<file path="src/efs_pkg.sv">
// Shared constants, register index codes and types for the effort frame scorer.
package efs_pkg;

   localparam int FRAC_BITS_DEF   = 12;
   localparam int OFFSET_BITS_DEF = 16;

   localparam int DIMS     = 3;
   localparam int SCORE_W  = 19;
   localparam int TP_W     = 4;
   localparam int EP_W     = 16;
   localparam int PAD_W    = 16;
   localparam int MODE_W   = 6;
   localparam int ACT_W    = 3;
   localparam int CSR_AW   = 3;
   localparam int CSR_DW   = 19;
   localparam int RSP_FLAG_W = 3;

   localparam logic [SCORE_W-1:0] SCORE_MAX = '1;

   // Register values after reset.
   localparam int RST_DEACTIVATE = 1228;
   localparam int RST_ACTIVATE   = 2867;
   localparam int RST_PEAK_TOL   = 410;
   localparam int RST_TRANS_PTS  = 1;
   localparam int RST_EXTREME_PTS = 4096;
   localparam int RST_MIN_SCORE  = 4096;
   localparam int RST_EDGE_PAD   = 0;
   localparam int RST_MODE       = 3;

   typedef enum logic [CSR_AW-1:0] {
      CSR_DEACTIVATE,
      CSR_ACTIVATE,
      CSR_PEAK_TOL,
      CSR_TRANS_PTS,
      CSR_EXTREME_PTS,
      CSR_MIN_SCORE,
      CSR_EDGE_PAD,
      CSR_MODE
   } csr_addr_type;

   // Same bit layout as the mode register, highest field first.
   typedef struct packed {
      logic [ACT_W-1:0] base_action;
      logic             selected;
      logic             ext_en;
      logic             trans_en;
   } mode_type;

endpackage

</file>
<file path="src/efs_track.sv">
// Peak and valley tracker for one effort dimension.
module efs_track
   import efs_pkg::*;
#(
   parameter int VAL_W = FRAC_BITS_DEF + 1
) (
   input  logic             clock,
   input  logic             reset,
   input  logic             reinit,    // frame offset zero, request moving on
   input  logic             step,      // processed frame with tracking enabled
   input  logic [VAL_W-1:0] value,
   input  logic [VAL_W-1:0] tolerance,
   output logic             hit
);

   logic [VAL_W-1:0] max_ff, max_in;
   logic [VAL_W-1:0] min_ff, min_in;
   logic             seek_ff, seek_in;

   logic [VAL_W-1:0] cur_max, cur_min, upd_max, upd_min;
   logic             cur_seek;
   logic [VAL_W:0]   val_plus_tol, min_plus_tol;

   always_comb begin
      cur_max  = reinit ? value : max_ff;
      cur_min  = reinit ? value : min_ff;
      cur_seek = reinit ? 1'b0 : seek_ff;

      upd_max = (value > cur_max) ? value : cur_max;
      upd_min = (value < cur_min) ? value : cur_min;

      // v < max - tol is tested as v + tol < max to stay unsigned.
      val_plus_tol = {1'b0, value} + {1'b0, tolerance};
      min_plus_tol = {1'b0, upd_min} + {1'b0, tolerance};

      hit = 1'b0;
      max_in  = cur_max;
      min_in  = cur_min;
      seek_in = cur_seek;
      if (step) begin
         max_in = upd_max;
         min_in = upd_min;
         if (cur_seek) begin
            if (val_plus_tol < {1'b0, upd_max}) begin
               hit     = 1'b1;
               min_in  = value;
               seek_in = 1'b0;
            end
         end else begin
            if ({1'b0, value} > min_plus_tol) begin
               hit     = 1'b1;
               max_in  = value;
               seek_in = 1'b1;
            end
         end
      end
   end

   always_ff @(posedge clock) begin
      if (reset) begin
         max_ff  <= '0;
         min_ff  <= '0;
         seek_ff <= 1'b0;
      end else if (reinit || step) begin
         max_ff  <= max_in;
         min_ff  <= min_in;
         seek_ff <= seek_in;
      end
   end

endmodule

</file>
<file path="src/efs_score.sv">
// Intensity, hysteresis flags, bonuses, saturation and key decisions for one frame.
module efs_score
   import efs_pkg::*;
#(
   parameter int FRAC_BITS = FRAC_BITS_DEF,
   parameter int VAL_W     = FRAC_BITS + 1
) (
   input  logic                      clock,
   input  logic                      reset,
   input  logic                      advance,
   input  logic                      reinit,
   input  logic                      processed,
   input  logic                      is_manual,
   input  logic [DIMS-1:0][VAL_W-1:0] value,
   input  logic [DIMS-1:0]           hits,
   input  mode_type                  mode,
   input  logic [VAL_W-1:0]          activate_level,
   input  logic [VAL_W-1:0]          deactivate_level,
   input  logic [TP_W-1:0]           transition_points,
   input  logic [EP_W-1:0]           extremity_points,
   input  logic [SCORE_W-1:0]        min_score,
   output logic [SCORE_W-1:0]        frame_score,
   output logic                      contributes,
   output logic                      is_key,
   output logic [ACT_W-1:0]          action_code
);

   localparam int SUM_W = (FRAC_BITS > 12) ? FRAC_BITS + 8 : 21;
   localparam logic [VAL_W-1:0] HALF_VAL = VAL_W'(1 << (FRAC_BITS - 1));

   logic [ACT_W-1:0]  flags_ff, flags_in;
   logic [ACT_W-1:0]  cur_flags, next_flags, flips;
   logic [1:0]        flip_count;
   logic [5:0]        trans_units;
   logic [VAL_W-1:0]  diff;
   logic [SUM_W-1:0]  intensity, trans_bonus, ext_bonus, total;
   logic              do_trans, above;

   always_comb begin
      cur_flags = reinit ? mode.base_action : flags_ff;
      do_trans  = processed && mode.trans_en;

      intensity  = '0;
      ext_bonus  = '0;
      next_flags = cur_flags;
      for (int d = 0; d < DIMS; d++) begin
         diff = (value[d] > HALF_VAL) ? value[d] - HALF_VAL : HALF_VAL - value[d];
         intensity = intensity + SUM_W'({diff, 1'b0});
         // Space drives the top flag bit, time the bottom one.
         if (!cur_flags[DIMS-1-d] && value[d] > activate_level) begin
            next_flags[DIMS-1-d] = 1'b1;
         end else if (cur_flags[DIMS-1-d] && value[d] < deactivate_level) begin
            next_flags[DIMS-1-d] = 1'b0;
         end
         if (mode.ext_en && hits[d]) begin
            ext_bonus = ext_bonus + SUM_W'(extremity_points);
         end
      end

      flips       = next_flags ^ cur_flags;
      flip_count  = 2'($countones(flips));
      trans_units = {4'b0000, flip_count} * {2'b00, transition_points};
      trans_bonus = mode.trans_en ? (SUM_W'(trans_units) << FRAC_BITS) : '0;
      flags_in    = do_trans ? next_flags : cur_flags;

      total = intensity + trans_bonus + ext_bonus;
      if (!processed) begin
         frame_score = '0;
      end else if (total > SUM_W'(SCORE_MAX)) begin
         frame_score = SCORE_MAX;
      end else begin
         frame_score = total[SCORE_W-1:0];
      end

      above = frame_score > min_score;
      if (!processed) begin
         contributes = 1'b0;
         is_key      = 1'b0;
      end else if (mode.selected) begin
         contributes = above && is_manual;
         is_key      = is_manual;
      end else begin
         contributes = above;
         is_key      = above || is_manual;
      end
      action_code = flags_in;
   end

   always_ff @(posedge clock) begin
      if (reset) begin
         flags_ff <= ACT_W'(RST_MODE >> 3);
      end else if (advance) begin
         flags_ff <= flags_in;
      end
   end

endmodule

</file>
<file path="src/effort_frame_scorer_core.sv">
// Top level of the effort frame scorer: registers, request and response stages.
//
// Each request carries three effort values, the frame offset, the frames left to the end
// of the range and a manual flag; each one yields exactly one response with the frame
// score, the processed/contributes/key flags and the effort action after the frame. The
// block takes one request per clock unless rsp_tready holds back the response register.
// The request is registered, scored in one pass and registered again on the response
// side. One request per clock is held by the registered feedback of the hysteresis flags
// and the peak trackers into the scoring logic. The user must write the registers through
// the csr_ port only while no request is in flight; the block itself does not enforce it.
// After reset the block is ready at once.
module effort_frame_scorer_core
   import efs_pkg::*;
#(
   parameter int FRAC_BITS   = FRAC_BITS_DEF,
   parameter int OFFSET_BITS = OFFSET_BITS_DEF,
   parameter int VAL_W       = FRAC_BITS + 1,
   parameter int REQ_W       = ((DIMS * VAL_W + 2 * OFFSET_BITS + 7) / 8) * 8,
   parameter int RSP_W       = ((OFFSET_BITS + SCORE_W + ACT_W + 7) / 8) * 8
) (
   input  logic                  clock,
   input  logic                  reset,
   // req_tdata from bit 0: effort_space, effort_weight, effort_time, frame_offset,
   // frames_to_end, zero fill
   input  logic                  req_tvalid,
   output logic                  req_tready,
   input  logic [REQ_W-1:0]      req_tdata,
   // req_tuser: is_manual
   input  logic                  req_tuser,
   output logic                  rsp_tvalid,
   input  logic                  rsp_tready,
   // rsp_tdata from bit 0: frame_offset_out, frame_score, action_code, zero fill
   output logic [RSP_W-1:0]      rsp_tdata,
   // rsp_tuser from bit 0: processed, contributes, is_key
   output logic [RSP_FLAG_W-1:0] rsp_tuser,
   input  logic                  csr_we,
   input  logic [CSR_AW-1:0]     csr_addr,
   input  logic [CSR_DW-1:0]     csr_wdata
);

   localparam int CMP_W = (OFFSET_BITS > PAD_W) ? OFFSET_BITS : PAD_W;

   // Configuration registers.
   logic [VAL_W-1:0]   deact_ff, act_ff, tol_ff;
   logic [TP_W-1:0]    tpts_ff;
   logic [EP_W-1:0]    epts_ff;
   logic [SCORE_W-1:0] min_score_ff;
   logic [PAD_W-1:0]   pad_ff;
   logic [MODE_W-1:0]  mode_ff;
   mode_type           mode;

   always_ff @(posedge clock) begin
      if (reset) begin
         deact_ff     <= VAL_W'(RST_DEACTIVATE);
         act_ff       <= VAL_W'(RST_ACTIVATE);
         tol_ff       <= VAL_W'(RST_PEAK_TOL);
         tpts_ff      <= TP_W'(RST_TRANS_PTS);
         epts_ff      <= EP_W'(RST_EXTREME_PTS);
         min_score_ff <= SCORE_W'(RST_MIN_SCORE);
         pad_ff       <= PAD_W'(RST_EDGE_PAD);
         mode_ff      <= MODE_W'(RST_MODE);
      end else if (csr_we) begin
         unique case (csr_addr_type'(csr_addr))
            CSR_DEACTIVATE:  deact_ff     <= csr_wdata[VAL_W-1:0];
            CSR_ACTIVATE:    act_ff       <= csr_wdata[VAL_W-1:0];
            CSR_PEAK_TOL:    tol_ff       <= csr_wdata[VAL_W-1:0];
            CSR_TRANS_PTS:   tpts_ff      <= csr_wdata[TP_W-1:0];
            CSR_EXTREME_PTS: epts_ff      <= csr_wdata[EP_W-1:0];
            CSR_MIN_SCORE:   min_score_ff <= csr_wdata[SCORE_W-1:0];
            CSR_EDGE_PAD:    pad_ff       <= csr_wdata[PAD_W-1:0];
            CSR_MODE:        mode_ff      <= csr_wdata[MODE_W-1:0];
         endcase
      end
   end

   assign mode = mode_type'(mode_ff);

   // Request stage.
   logic                             req_valid_ff;
   logic [DIMS-1:0][VAL_W-1:0]       val_ff;
   logic [OFFSET_BITS-1:0]           offset_ff, to_end_ff;
   logic                             manual_ff;
   logic                             advance, req_take;

   assign advance    = req_valid_ff && (!rsp_tvalid || rsp_tready);
   assign req_tready = !req_valid_ff || advance;
   assign req_take   = req_tvalid && req_tready;

   always_ff @(posedge clock) begin
      if (reset) begin
         req_valid_ff <= 1'b0;
      end else if (req_tready) begin
         req_valid_ff <= req_tvalid;
      end
   end

   always_ff @(posedge clock) begin
      if (req_take) begin
         for (int d = 0; d < DIMS; d++) begin
            val_ff[d] <= req_tdata[d*VAL_W +: VAL_W];
         end
         offset_ff <= req_tdata[DIMS*VAL_W +: OFFSET_BITS];
         to_end_ff <= req_tdata[DIMS*VAL_W+OFFSET_BITS +: OFFSET_BITS];
         manual_ff <= req_tuser;
      end
   end

   // Scoring pass.
   logic                   reinit, processed;
   logic [DIMS-1:0]        hits;
   logic [SCORE_W-1:0]     frame_score;
   logic                   contributes, is_key;
   logic [ACT_W-1:0]       action_code;

   assign reinit    = advance && (offset_ff == '0);
   assign processed = mode.selected ||
                      (CMP_W'(offset_ff) > CMP_W'(pad_ff) &&
                       CMP_W'(to_end_ff) > CMP_W'(pad_ff));

   for (genvar g = 0; g < DIMS; g++) begin : g_track
      efs_track #(
         .VAL_W(VAL_W)
      ) u_track (
         .clock    (clock),
         .reset    (reset),
         .reinit   (reinit),
         .step     (advance && processed && mode.ext_en),
         .value    (val_ff[g]),
         .tolerance(tol_ff),
         .hit      (hits[g])
      );
   end

   efs_score #(
      .FRAC_BITS(FRAC_BITS),
      .VAL_W    (VAL_W)
   ) u_score (
      .clock            (clock),
      .reset            (reset),
      .advance          (advance),
      .reinit           (offset_ff == '0),
      .processed        (processed),
      .is_manual        (manual_ff),
      .value            (val_ff),
      .hits             (hits),
      .mode             (mode),
      .activate_level   (act_ff),
      .deactivate_level (deact_ff),
      .transition_points(tpts_ff),
      .extremity_points (epts_ff),
      .min_score        (min_score_ff),
      .frame_score      (frame_score),
      .contributes      (contributes),
      .is_key           (is_key),
      .action_code      (action_code)
   );

   // Response stage.
   logic                   rsp_valid_ff;
   logic [OFFSET_BITS-1:0] rsp_offset_ff;
   logic [SCORE_W-1:0]     rsp_score_ff;
   logic [ACT_W-1:0]       rsp_action_ff;
   logic [RSP_FLAG_W-1:0]  rsp_flags_ff;

   always_ff @(posedge clock) begin
      if (reset) begin
         rsp_valid_ff <= 1'b0;
      end else if (advance) begin
         rsp_valid_ff <= 1'b1;
      end else if (rsp_tready) begin
         rsp_valid_ff <= 1'b0;
      end
   end

   always_ff @(posedge clock) begin
      if (advance) begin
         rsp_offset_ff <= offset_ff;
         rsp_score_ff  <= frame_score;
         rsp_action_ff <= action_code;
         rsp_flags_ff  <= {is_key, contributes, processed};
      end
   end

   assign rsp_tvalid = rsp_valid_ff;
   assign rsp_tdata  = RSP_W'({rsp_action_ff, rsp_score_ff, rsp_offset_ff});
   assign rsp_tuser  = rsp_flags_ff;

endmodule
</file>
<file path="config.mk">
export PLATFORM = sky130hd
export DESIGN_NAME = effort_frame_scorer_core
export DESIGN_NICKNAME = d
export VERILOG_FILES = /design/src/efs_pkg.sv /design/src/efs_track.sv /design/src/efs_score.sv /design/src/effort_frame_scorer_core.sv
export SDC_FILE = /design/constraint.sdc
export NUM_CORES = 1
export LEC_CHECK = 0
export ABC_AREA = 1
export BUFFER_PORTS_ARGS = -buffer_cell sky130_fd_sc_hd__buf_4
export CAP_MARGIN = 20
export CORE_UTILIZATION = 35
export CTS_CLUSTER_SIZE = 12
export DETAILED_ROUTE_END_ITERATION = 7
export HOLD_SLACK_MARGIN = 0.12
export PLACE_DENSITY = 0.53
export REMOVE_ABC_BUFFERS = 1
export SLEW_MARGIN = 20
export SYNTH_ARGS = -nofsm -noshare
export SYNTH_HDL_FRONTEND = slang
export SYNTH_SLANG_ARGS = --single-unit
</file>
<file path="constraint.sdc">
create_clock -name clock -period 15.9 [get_ports clock]
set_clock_uncertainty 0.05 [all_clocks]
set_input_delay 1.59 -clock clock [delete_from_list [all_inputs] [get_ports clock]]
set_output_delay 1.59 -clock clock [all_outputs]
set_load 0.005 [all_outputs]
</file>
# After elaboration in Yosys (flattened, before gate mapping)
# Cells that the tools add are included.
# totals
wordCells	198
reg_bits	299
output_inout_bits	45
# classes
reduce_logical	38
multipliers	1
eq_ne	7
muxes	75
add_sub_neg	20
n_bitwise	1
magnitude_cmp	25
# op_table
cell	count
13-bit 2-to-1 mux	33
13-bit by 13-bit adder with 14-bit output	6
13-bit > comparator	6
13-bit less-than comparator	6
21-bit adder	2
13-bit by 14-bit > comparator with 1-bit output	3
14-bit by 13-bit less-than comparator with 1-bit output	3
21-bit 2-to-1 mux	2
13-bit by 12-bit > comparator with 1-bit output (second input constant)	3
12-bit by 13-bit subtractor with 13-bit output (first input constant)	3
13-bit by 12-bit subtractor with 13-bit output (second input constant)	3
19-bit 2-to-1 mux	2
1-bit 2-to-1 mux	34
16-bit > comparator	2
21-bit by 14-bit adder with 21-bit output	1
21-bit by 16-bit adder with 21-bit output	1
21-bit by 19-bit > comparator with 1-bit output (second input constant)	1
19-bit > comparator	1
18-bit 2-to-1 mux	1
16-bit by 16-bit adder with 17-bit output	1
1-bit logical AND	17
16-bit logical NOT	1
16-bit 2-to-1 mux	1
2-bit AND reduction	8
other kinds (13)	26

# Depth between registers and ports, before layout
# logic_depth
depth_word	25
mapped_depth	85

# By module
# From an unflattened synthesis, not the netlist that was laid out.
# unflattened
cells_unflattened	3783
area_unflattened_um2	27496.4
# by_module_without_submodules
mod	seq_area_each_um2	area_each_um2	instances	cells_per_inst
efs_track at g_track[0].u_track ...	540.5	4140.2	2	630
effort_frame_scorer_core	5435.2	7905.1	1	709
efs_score	60.1	7108.1	1	1187
efs_track at g_track[2].u_track	540.5	4202.8	1	627

# Least setup slack after synthesis
# No wires, ideal clock.
# synth_timing
path_type	input to register
startpoint	input rsp_tready
endpoint	register rsp_flags_ff[2], in the netlist rsp_tuser[2], data pin
required_ns	15.593
setup_slack_ns	2.623
cell_stages	77
setup_time_ns	0.257
arrival_time_ns	12.970
cell_sequence	inv_1 nand2_2 nand2_4 inv_4 nand3_4 buf_8 clkbuf_1 nand2_1 nand2_1 inv_1 ha_1 nand2_1 inv_1 o21ai_0 nand2_1 a21oi_1 nand2_2 buf_4 [41 not listed] ha_1 a21oi_1 o21ai_0 a221o_1 inv_1 clkbuf_1 a21oi_1 ha_1 a21oi_1 o21ai_0 a21oi_1 nor2_1 o21ai_0 o211ai_1 a21oi_1 o211ai_1 a21oi_1 nor3_1
# synth_via
elab_chain_len	24
word_cells_on_any_way	62
classes_between	add/sub (6); order compare (14); mux (33); reduce/logical (9)
# synth_rtl
item	line_no	source
from (decl)	effort_frame_scorer_core.sv:31	input logic rsp_tready,
1-bit logical OR *	effort_frame_scorer_core.sv:85	assign advance = req_valid_ff && (!rsp_tvalid || rsp_tready);
1-bit logical AND *	effort_frame_scorer_core.sv:85	
named net advance	effort_frame_scorer_core.sv:83	logic advance, req_take;
1-bit logical AND	effort_frame_scorer_core.sv:115	assign reinit = advance && (offset_ff == '0);
13-bit 2-to-1 mux	efs_track.sv:26	cur_min = reinit ? value : min_ff;
13-bit less-than comparator	efs_track.sv:30	upd_min = (value < cur_min) ? value : cur_min;
13-bit 2-to-1 mux	efs_track.sv:30	
13-bit by 13-bit adder with 14-bit output	efs_track.sv:34	min_plus_tol = {1'b0, upd_min} + {1'b0, tolerance};
[10 not listed]	--	
21-bit adder *	efs_score.sv:66	total = intensity + trans_bonus + ext_bonus;
21-bit by 19-bit > comparator with 1-bit output	efs_score.sv:69	end else if (total > SUM_W'(SCORE_MAX)) begin
19-bit 2-to-1 mux *	efs_score.sv:69	
19-bit 2-to-1 mux *	efs_score.sv:67	if (!processed) begin
named net frame_score[4]	effort_frame_scorer_core.sv:111	logic [SCORE_W-1:0] frame_score;
19-bit > comparator *	efs_score.sv:75	above = frame_score > min_score;
1-bit logical OR *	efs_score.sv:84	is_key = above || is_manual;
1-bit 2-to-1 mux *	efs_score.sv:79	end else if (mode.selected) begin
to (signal assigned)	effort_frame_scorer_core.sv:180	rsp_flags_ff <= {is_key, contributes, processed};
to (decl)	effort_frame_scorer_core.sv:163	logic [RSP_FLAG_W-1:0] rsp_flags_ff;
# Mark *: on every way through the listed nets, which the timed path passes. The rest lies on a longest branch.
# A chain may end at the register's enable or synchronous reset.

# Worst setup path in the final report
# layout_timing
startpoint	input rsp_tready
endpoint	register rsp_flags_ff[2], in the netlist rsp_tuser[2], data pin
# layout_via
elab_chain_len	24
word_cells_on_any_way	62
classes_between	add/sub (6); order compare (14); mux (33); reduce/logical (9)
# layout_rtl
item	line_no	source
1-bit logical OR *	effort_frame_scorer_core.sv:85	
1-bit logical AND *	effort_frame_scorer_core.sv:85	
1-bit logical AND	effort_frame_scorer_core.sv:115	
13-bit 2-to-1 mux	efs_track.sv:26	
13-bit less-than comparator	efs_track.sv:30	
13-bit 2-to-1 mux	efs_track.sv:30	
13-bit by 13-bit adder with 14-bit output	efs_track.sv:34	
13-bit by 14-bit > comparator with 1-bit output	efs_track.sv:50	if ({1'b0, value} > min_plus_tol) begin
[9 not listed]	--	
21-bit adder *	efs_score.sv:66	
21-bit by 19-bit > comparator with 1-bit output	efs_score.sv:69	
19-bit 2-to-1 mux *	efs_score.sv:69	
19-bit 2-to-1 mux *	efs_score.sv:67	
named net frame_score[4]	effort_frame_scorer_core.sv:111	
19-bit > comparator *	efs_score.sv:75	
1-bit logical OR *	efs_score.sv:84	
1-bit 2-to-1 mux *	efs_score.sv:79	
# Marks and branches as above.

==> results.yml <==
critical_path:
  r2r_slack_ns: 1.85
  max_stage_delay_ns: 0.50
  crit_end: "rsp_tuser[2]"
  cp_common_cell: "a21oi_1"
  r2r-end: "rsp_tuser[2]"
  cp-startpoint: "rsp_tready"
  r2r_cells: 73
  worst_path_max_delay_cell: "fa_1"
  startpoint_type: "input port"
  crit_arrival_ns: 14.56
  worst-path-max-fanout: 39
  crit_type: "input port to flip-flop"
  crit_required_ns: 16.14
  r2r-start: "offset_ff[14]"
  crit_family: "compound AO/OA/AOI/OAI gates"
  cp.depth: 73
  cp_num_buf_inv: 10
  end_kind: "flip-flop"
cts:
  clockBufferDepth: 3
  worst_skew_pair.late_latency_ns: 0.57
  path_clk_slew_ns: 0.06
  post_cts_resized: 0
  cts_buffers: 39
  cts.htree.levels: 2
  postCtsHoldBufs: 0
  post_cts_buffers: 0
  cts-root-buf: "clkbuf_16"
  cts_tree: "built"
  clock-sinks: 299
floorplanning:
  start_util_pct: 35.49
  fp.dieH_um: 277.0
  die_area_sq_mm: 0.07671
  num_rows: 100
  core_sq_mm: 0.07457
  num_io_pins: 145
  fp.dieW_um: 277.0
place:
  port_buffers: 141
  gp_congestion: 0.8953
  detailed_place_hpwl_mm: 61.09
  place_area_sq_mm: 0.02846
drt:
  drt_iter0_markers: 1723
  route.detailed.drc: 0
  final_antenna_net_count: 0
  wirelength_mm: 83.31
  dr_total_vias: 23830
  drtPass1Iterations: 6
  via_per_inst: 5.081
  wire_per_inst_um: 17.76
layout:
  seq_area_sq_mm: 0.007117
  num_antenna_cells: 0
  fin_nets: 4238
  n_fill_cell: 7902
  multi_input_area_sq_mm: 0.01692
  area_growth_pct: 12.43
  final_area_sq_mm: 0.02975
  drive_above_1_share_pct: 7.603
global_route:
  grt_use_total_pct: 21.25
  grt-ovfl-total: 0
  antenna_found_initial: 1
  first_global_vias: 21980
  grt_pass1_wl_mm: 127.2
  grt_start_max_net_pins: 100
worst_hold_path:
  hold_class: "flip-flop to flip-flop"
  min_path_cells: 2
yosys:
  postSynthAreaPerCell_sq_um: 7.359
  yosysTopAreaCellShare_pct: 19.76
  synth-main-ff-cell: "dfxtp_1"
  synth_area_leaders: "ha_1, dfxtp_1, edfxtp_1"
  synthArstFlopShare_pct: 0
  netlist_instances: 3596
  synth_seq_cells: 299
  ys_top_cells_by_count: "nand2_1, inv_1, a21oi_1, ha_1, o21ai_0"
  syn-cell-area_sq_mm: 0.02646
  synth_edf_count: 113
  seq_area_frac_synth_pct: 26.89
  synth.distinct_cells: 66
  yosysTopAreaCell: "ha_1"
  synth_most_common_cell: "nand2_1"
  ys_warn_count: 0
sta:
  drv_slew: 0
  final-hold-violation-count: 0
  hold-worst-slack_ns: 0.4168
  rsz0062_at_grt: "no"
  tightestPinTransition_ns: 1.033
  setup-tns-final_ns: 0
  fmax_ghz: 0.06982
  min_period_over_period_pct: 90.08
  finalCriticalPeriod_ns: 14.32
  setup_violations: 0
  slew_headroom_pct: 30.97
pwr:
  p_leak_nw: 13.68
  total_power_mw: 3.131
  power_density_mw_per_mm2: 105.3
  ir_worst_vdd_uv: 73.55
outcome:
  status: "complete, no violations"
flow_run:
  cap_violations: 0
==> cells by family (layout without fill, tap and decap cells) <==
family / after synthesis / count (layout) / synth area share (%)
buffers and inverters: 620 / 745 / 9.201
xor gates and xnor gates: 133 / 133 / 4.402
DFF: 299 / 299 / 26.89
and+or+nand+nor: 1193 / 1193 / 18.94
other: 1 / 2 / 0.01417
AOI/OAI and AO/OA: 904 / 904 / 18.67
adders and majority gates: 446 / 446 / 21.88
==> area by class of cell <==
cell class	count	share of cell area, %
clock buffers	48	3.499
clock inverters	23	0.8453
inverters	498	6.296
multi-input cells	2678	56.88
flip-flops and latches	299	23.92
well taps	969	4.075
repair buffers	176	4.483
==> power breakdown <==
part	total (mW)	switching (mW)	leakage, nW	internal (mW)
Sequential	0.899	0.0384	2.61	0.861
Clock	0.917	0.370	0.629	0.547
Combinational	1.32	0.820	10.4	0.495
==> placed cells by master, fill, tap and decap left out, types with 6 or more instances in the layout <==
cell type and n:
nand2_1 729, inv_1 488, a21oi_1 420, ha_1 418, o21ai_0 306, nor2_1 209
dfxtp_1 186, buf_4 175, nand3_1 143, edfxtp_1 113, xor2_1 86, o211ai_1 52
xnor2_1 47, clkbuf_16 40, nand4_1 32, nor3_1 30, fa_1 28, o21ai_1 22
o21bai_1 21, nand2_2 16, a21o_1 12, a211oi_1 12, o22ai_1 9, inv_2 8
o31ai_1 8, clkinv_2 8, o21a_1 7, clkinv_1 7, clkbuf_1 7, a31oi_1 6
==> through the flow <==
step	util, %	cells	worst slack, ns
floorplan	-	3475	2.460
global placement	38.16	4620	1.194
detailed placement	38.16	4620	1.132
CTS	39.90	4691	1.704
global route	39.90	4691	0.4359
finish	39.90	4691	1.577
==> state kept, by name (all words and copies together), names as in the netlist <==
signal and cells:
rsp_score_ff 19, rsp_offset_ff 16, manual_ff 1, g_track.u_track.min_ff 39, rsp_tvalid 1, rsp_tuser 3, min_score_ff 19, offset_ff 16
pad_ff 16, to_end_ff 16, tol_ff 13, act_ff 13, rsp_action_ff 3, g_track.u_track.max_ff 39, tpts_ff 4, val_ff 39
u_score.flags_ff 3, epts_ff 16, deact_ff 13, mode 6, g_track.u_track.seek_ff 3, req_valid_ff 1
==> per-layer routing <==
| layer | up-vias | global-route usage (%) | wire (um) |
|---|---|---|---|
| li1 | 12330 | - | - |
| met1 | 10890 | 29.70 | 39890 |
| met2 | 532 | 34.69 | 37540 |
| met3 | 80 | 1.983 | 3858 |
| met4 | 0 | 5.983 | 2012 |
| met5 | - | 0 | 0 |
==> worst register-to-register path, delay by kind of cell, from the launching register on <==
family / cells / cell delay (ns)
adder cells (fa/ha/maj): 10 / 3.28
AO/OA/AOI/OAI: 25 / 4.84
XOR/XNOR: 2 / 0.32
flip-flops: 1 / 0.43
AND/OR/NAND/NOR: 28 / 3.88
buffers and inverters: 8 / 0.97
==> worst min-delay path by stage <==
stage,start,end,slack (ns)
after floorplan,min_score_ff[10],min_score_ff[10],0.39
after global placement,min_score_ff[9],min_score_ff[9],0.40
after detailed placement,min_score_ff[6],min_score_ff[6],0.41
after CTS,min_score_ff[8],min_score_ff[8],0.42
after global routing,min_score_ff[6],min_score_ff[6],0.44
final,min_score_ff[10],min_score_ff[10],0.42
(Power assumes the default switching activity.)
